**src/design/rme_pkg.sv**
```systemverilog
// shared types and constants for the modular exponentiation unit
// no dependencies

package rme_pkg;

   // width of the register and payload fields
   localparam int unsigned FIELD_W = 32;
   localparam int unsigned CSR_IDX_W = 2;

   // register indexes
   localparam logic [CSR_IDX_W-1:0] CSR_MODULUS = 2'd0;
   localparam logic [CSR_IDX_W-1:0] CSR_PUB_EXP = 2'd1;
   localparam logic [CSR_IDX_W-1:0] CSR_PRIV_EXP = 2'd2;

   // request types
   localparam logic REQ_ENCRYPT = 1'b0;
   localparam logic REQ_DECRYPT = 1'b1;

   // controller to datapath commands
   typedef struct packed {
      logic load;       // take a new beat and start base reduction
      logic mul_acc;    // product = acc * base
      logic mul_sq;     // product = base * base
      logic red_step;   // one restoring reduction step
      logic wr_acc;     // last reduction step lands in acc
      logic wr_base;    // last reduction step lands in base
      logic exp_shift;  // drop the exponent lsb
      logic finish;     // capture the result register
   } cmd_type;

   // datapath to controller status
   typedef struct packed {
      logic red_last;   // reduction on its last step
      logic exp_zero;   // exponent exhausted
      logic exp_lsb;    // current exponent bit
      logic exp_last;   // only the lsb may still be set
   } sts_type;

endpackage

```
**src/design/rme_controller.sv**
```systemverilog
// controller: sequences reductions, multiplies and the output handshake
// depends on rme_pkg

module rme_controller import rme_pkg::*; (
   input  logic    clock,
   input  logic    reset,
   input  logic    req_valid,
   output logic    req_ready,
   output logic    rsp_valid,
   input  logic    rsp_ready,
   input  sts_type sts,
   output cmd_type cmd
);

   typedef enum logic [2:0] {
      ST_IDLE, ST_RED, ST_STEP, ST_SQ, ST_FINISH
   } state_type;

   typedef enum logic [0:0] {
      TGT_BASE, TGT_ACC
   } target_type;

   state_type  state_ff, state_in;
   target_type tgt_ff, tgt_in;
   logic       rsp_valid_ff, rsp_valid_in;

   // next state and commands
   always_comb begin
      state_in     = state_ff;
      tgt_in       = tgt_ff;
      rsp_valid_in = rsp_valid_ff && !rsp_ready;
      cmd          = '0;
      unique case (state_ff)
         ST_IDLE: begin
            if (req_valid) begin
               cmd.load = 1'b1;
               tgt_in   = TGT_BASE;
               state_in = ST_RED;
            end
         end
         ST_RED: begin
            cmd.red_step = 1'b1;
            if (sts.red_last) begin
               if (tgt_ff == TGT_ACC) begin
                  cmd.wr_acc = 1'b1;
                  state_in   = ST_SQ;
               end else begin
                  cmd.wr_base = 1'b1;
                  state_in    = ST_STEP;
               end
            end
         end
         ST_STEP: begin
            if (sts.exp_zero) begin
               state_in = ST_FINISH;
            end else if (sts.exp_lsb) begin
               cmd.mul_acc = 1'b1;
               tgt_in      = TGT_ACC;
               state_in    = ST_RED;
            end else begin
               state_in = ST_SQ;
            end
         end
         ST_SQ: begin
            cmd.exp_shift = 1'b1;
            if (sts.exp_last) begin
               state_in = ST_FINISH;
            end else begin
               cmd.mul_sq = 1'b1;
               tgt_in     = TGT_BASE;
               state_in   = ST_RED;
            end
         end
         ST_FINISH: begin
            if (!rsp_valid_ff || rsp_ready) begin
               cmd.finish   = 1'b1;
               rsp_valid_in = 1'b1;
               state_in     = ST_IDLE;
            end
         end
         default: state_in = ST_IDLE;
      endcase
   end

   // state and registered outputs
   always_ff @(posedge clock) begin
      if (reset) begin
         state_ff     <= ST_IDLE;
         tgt_ff       <= TGT_BASE;
         rsp_valid_ff <= 1'b0;
      end else begin
         state_ff     <= state_in;
         tgt_ff       <= tgt_in;
         rsp_valid_ff <= rsp_valid_in;
      end
   end

   assign req_ready = (state_ff == ST_IDLE);
   assign rsp_valid = rsp_valid_ff;

endmodule

```
**config.mk**
```make
export PLATFORM = sky130hd
export DESIGN_NAME = rme_controller
export DESIGN_NICKNAME = d
export VERILOG_FILES = /design/src/design/rme_pkg.sv /design/src/design/rme_controller.sv
export SDC_FILE = /design/constraint.sdc
export NUM_CORES = 1
export LEC_CHECK = 0
export BUFFER_PORTS_ARGS = -buffer_cell sky130_fd_sc_hd__buf_2
export CAP_MARGIN = 10
export CORE_AREA = 5 5 42 44
export CTS_BUF_LIST = sky130_fd_sc_hd__clkbuf_8
export DETAILED_ROUTE_END_ITERATION = 12
export DIE_AREA = 0 0 47 49
export PLACE_DENSITY = 0.6
export SLEW_MARGIN = 20
export SYNTH_ARGS = -nofsm -noshare
export SYNTH_HDL_FRONTEND = slang
export SYNTH_SLANG_ARGS = --single-unit
```
**constraint.sdc**
```tcl
create_clock -name clock -period 3.5 [get_ports clock]
set_clock_uncertainty 0.1 [all_clocks]
set_input_delay 0.35 -clock clock [delete_from_list [all_inputs] [get_ports clock]]
set_output_delay 0.35 -clock clock [all_outputs]
set_load 0.02 [all_outputs]
```
=== Word-level counts from Yosys, hierarchy flattened ===
Cells that the tools add are included.

* Register bits: 5
* Bits in latches: 0
* Bits in writable memories: 0
* ROM bits: 0
* Bits of input ports: 8
* Output and inout port bits: 10
* Memories: 0

* Add/sub/neg operators: 0
* $mul: 0
* Div/mod/pow operators: 0
* Magnitude comparators: 0
* Eq/ne operators: 10
* Shift-type cells: 0
* Muxes and demuxes: 29
* Bitwise gates (word level): 0
* Reductions and logical operators: 8

{| class="wikitable"
|+ Operators by type and width
! kind !! count
|-
| 1-bit two-way mux || 19
|-
| 3-bit two-way mux || 6
|-
| 3-bit one-hot mux with 5 select lines || 1
|-
| 2-bit inequality test, second input constant || 6
|-
| 3-bit by 2-bit == test with 1-bit output, second input constant || 2
|-
| 5-bit AND reduction || 1
|-
| 2-bit two-way mux || 2
|-
| 3-bit by 1-bit == test with 1-bit output, second input constant || 1
|-
| 3-bit == test, second input constant || 1
|-
| 3-bit logical NOT || 1
|-
| 1-bit one-hot mux with 3 select lines || 1
|-
| 3-bit AND reduction || 1
|-
| 3-bit nonzero test || 1
|-
| 1-bit logical NOT || 2
|-
| 1-bit logical AND || 1
|-
| 1-bit logical OR || 1
|}

=== Longest topological paths before layout ===
* Depth after elaboration: 4
* Mapped depth: 5
* Mapped depth without buffers: 4

=== Worst setup path after synthesis ===
Ideal clock, no wire load.

* Path kind: register -> output
* Start point: register state_ff[0]
* End point: output cmd[7] in the netlist's numbering
* Arrival time: 1452 ps
* Path slack: 1598 ps
* Cell stages (with the launch flop): 5
* Buffers on the path: 2
* Cells stage by stage: dfxtp_1 -> buf_2 -> buf_2 -> nor3_1 -> and2_1

{| class="wikitable"
|+ RTL lines
! item !! line !! text
|-
| start: declaration || rme_controller.sv:23 || <nowiki>state_type state_ff, state_in;</nowiki>
|-
| start signal: assignment || rme_controller.sv:92 || <nowiki>state_ff <= state_in;</nowiki>
|-
| end: declaration || rme_controller.sv:12 || <nowiki>output cmd_type cmd</nowiki>
|}

==> results.md <==
- Worst min path class: in2reg
- MaxCap Viol Count: 0
- Setup TNS: 0 ns
- Layout cells sized above 1: 33.3%
- Peak VDD IR: 192 µV
- Die Y-Extent: roughly 49 µm
- Largest net degree at the start of global routing: 16
- Min Hold Slack: between 0.2 and 0.3 ns
- Clock slew seen by the registers of the worst setup and hold paths: 0.04 ns
- CTS H-Tree Depth: 1
- Via density: 5.00
- Final hold vios: 0
- Largest fanout on the critical path: 15
- Sequential power share: 29.9%
- #FFs+latches synth: 5
- Die area: 0.00230 mm²
- Ports: 18
- Synthesis-to-finish area growth: 35.2%
- Post-layout minimum cycle time: 1.90 ns
- Cell variety after synth: 21
- Pint: around 170 µW
- Core area: 0.00140 mm²
- Endpoints failing setup: 0
- Relative slew slack: 67.2%
- Pwr Total: 254 µW
- Initial antenna violation count: 0
- TritonCTS clock tree: done
- Vias in the first global route: about 370
- Switching part of the total: 33.1%
- Root buffer cell: clkbuf_8
- Net Sw Power: 84.3 µW
- Post-Syn Area: 367 µm²
- Outcome: completed
- Routed wire length: 1010 µm
- Leakage: 0.235 nW
- Slew Viols, Final: 0
- Post-synthesis cell count: 48
- Hold-fix buffers, CTS: 0
- Final period utilization: a little over half
- Port buffer count: 17
- Ant diodes: 0
- Placement-stage worst setup slack: 1.86 ns
- Worst setup path class: reg2out
- Setup WS post-layout: 1.60 ns
- Vias: 410
- GRT Total Usage: 9.84%
- DRT antenna net count: 0
- Util after Layout: 35.4%
- Gpl congestion: ~0.83
- Worst Tran Pin Value: 0.492 ns
- Final net count: 75
- Drt initial violations: 18
- Post-CTS Resized: 0
- Total gr overflow: 0
- Logic pwr share: between 20 and 30%
- Register area share after synthesis: approximately 27%
- DR DRC count: 0
- Max Clock Freq: ~530 MHz
- Clock Power Share: between 40% and 50%
- CTS Sinks: 5
- CP endpoint kind: output port
- Clock latency at the later pin of the worst-skew pair: ~0.22 ns
- CP startpoint kind: flop
- First drt pass iteration count: 4
- Net Count, Synth: 56
- WL/cell: 12.3 µm
- Fill cells: 158
- DP Wirelength: 767 µm
- Clock Path Buffers: 2
- Initial Util: 26.2%
- Worst endpoint required time: 3.05 ns
- YS warnings: 0
- # rows: 14
- First-pass GRT wire length: between 1500 and 2000 µm
- Post-CTS Setup Bufs: 0
- Pwr/cell area: 513 mW/mm²
- Unrepaired setup endpoints after global routing: no
- Worst EP arrival: 1.45 ns
- Cts bufs inserted: 3
- Die width: 47 µm
- Avg Cell Area, Syn: 7.64 µm²
-- state kept, by name, summed over array words and instances (netlist names) --
register   flops
rsp_valid      1
state_ff       3
tgt_ff         1
-- Yosys cell counts --
| cell | n | area [µm²] |
|---|---|---|
| and2_1 | 1 | 6.26 |
| a211o_1 | 2 | 17.5 |
| and3_1 | 4 | 25.0 |
| nor4b_1 | 1 | 8.76 |
| nor2b_4 | 1 | 13.8 |
| nand3b_1 | 2 | 15.0 |
| buf_2 | 2 | 10.0 |
| o21ai_1 | 2 | 10.0 |
| a22oi_1 | 1 | 7.51 |
| nor2_1 | 7 | 26.3 |
| nand2_1 | 4 | 15.0 |
| nand2b_1 | 1 | 6.26 |
| dfxtp_1 | 5 | 100 |
| buf_6 | 1 | 11.3 |
| nor3_1 | 2 | 10.0 |
| o22a_1 | 1 | 8.76 |
| inv_1 | 2 | 7.51 |
| a41oi_2 | 1 | 16.3 |
| mux2i_1 | 2 | 20.0 |
| a21oi_1 | 5 | 25.0 |
| nor2b_1 | 1 | 6.26 |
-- path summary, 6_finish.rpt --
| kind | start | cells after the start | to | slack (ns) |
|---|---|---|---|---|
| max | state_ff[0] | 3 | cmd[3] | 1.60 |
| min reg2reg | rsp_valid | 2 | rsp_valid | 0.42 |
| min | reset | 2 | rsp_valid | 0.26 |
| max reg2reg | state_ff[0] | 3 | state_ff[0] | 2.09 |
-- metrics by stage --
step / cell area [µm²] / std cells
global route: 495 / 82
global placement: 450 / 78
finish: 495 / 82
floorplan: 367 / 48
CTS: 495 / 82
detailed placement: 450 / 78
-- cells in the final DEF (no fill, tap or decap), drive strengths merged --
cell	Yosys	final
nor4b	1	1
o21ai	2	2
nand2	4	4
mux2i	2	2
and2	1	1
a22oi	1	1
buf	3	17
nand3b	2	2
o22a	1	1
a21oi	5	5
inv	2	3
nor2	7	7
nor2b	2	2
a211o	2	2
a41oi	1	1
dfxtp	5	5
clkbuf	0	3
nor3	2	2
nand2b	1	1
and3	4	4
-- area by class of cell --
cell class / instances / area (µm²) / share of cell area (%)
clock buffer: 3 / 41.3 / 8.33
clock inverter: 1 / 3.75 / 0.758
inverter: 2 / 7.51 / 1.52
multi-input combinational: 38 / 238 / 48.0
sequential: 5 / 100 / 20.2
tap: 16 / 20.0 / 4.04
timing repair buffer: 17 / 85.1 / 17.2
-- routing by layer --
layer	GRT usage [%]	share of wire (%)	vias up
met4	9.68	4.6	0
met2	12.7	44	20
met1	11.6	44	180
met3	3.69	7.9	5
met5	0	0	-
li1	-	-	205
-- logic make-up after synthesis --
kind of cell	synth area share (%)
and+or+nand+nor	36.2
AOI/OAI and AO/OA	23.2
DFF	27.3
buffers and inverters	7.85
muxes	5.46
-- power groups by stage --
stage / Combinational, mW / Clock, mW / Sequential [mW]
after floorplan: 0.0641 / 0 / 0.0658
final: 0.0727 / 0.106 / 0.0761
after CTS: 0.0731 / 0.108 / 0.0753
after detailed placement: 0.0726 / 0 / 0.0764
after global routing: 0.0805 / 0.111 / 0.0768
after global placement: 0.0729 / 0 / 0.0756
-- worst max-delay path: stages (launching register included) --
cell     delay (ns)
dfxtp_1        0.62
and3_1         0.29
and3_1         0.16
buf_2          0.15
(Power assumes the default switching activity.)
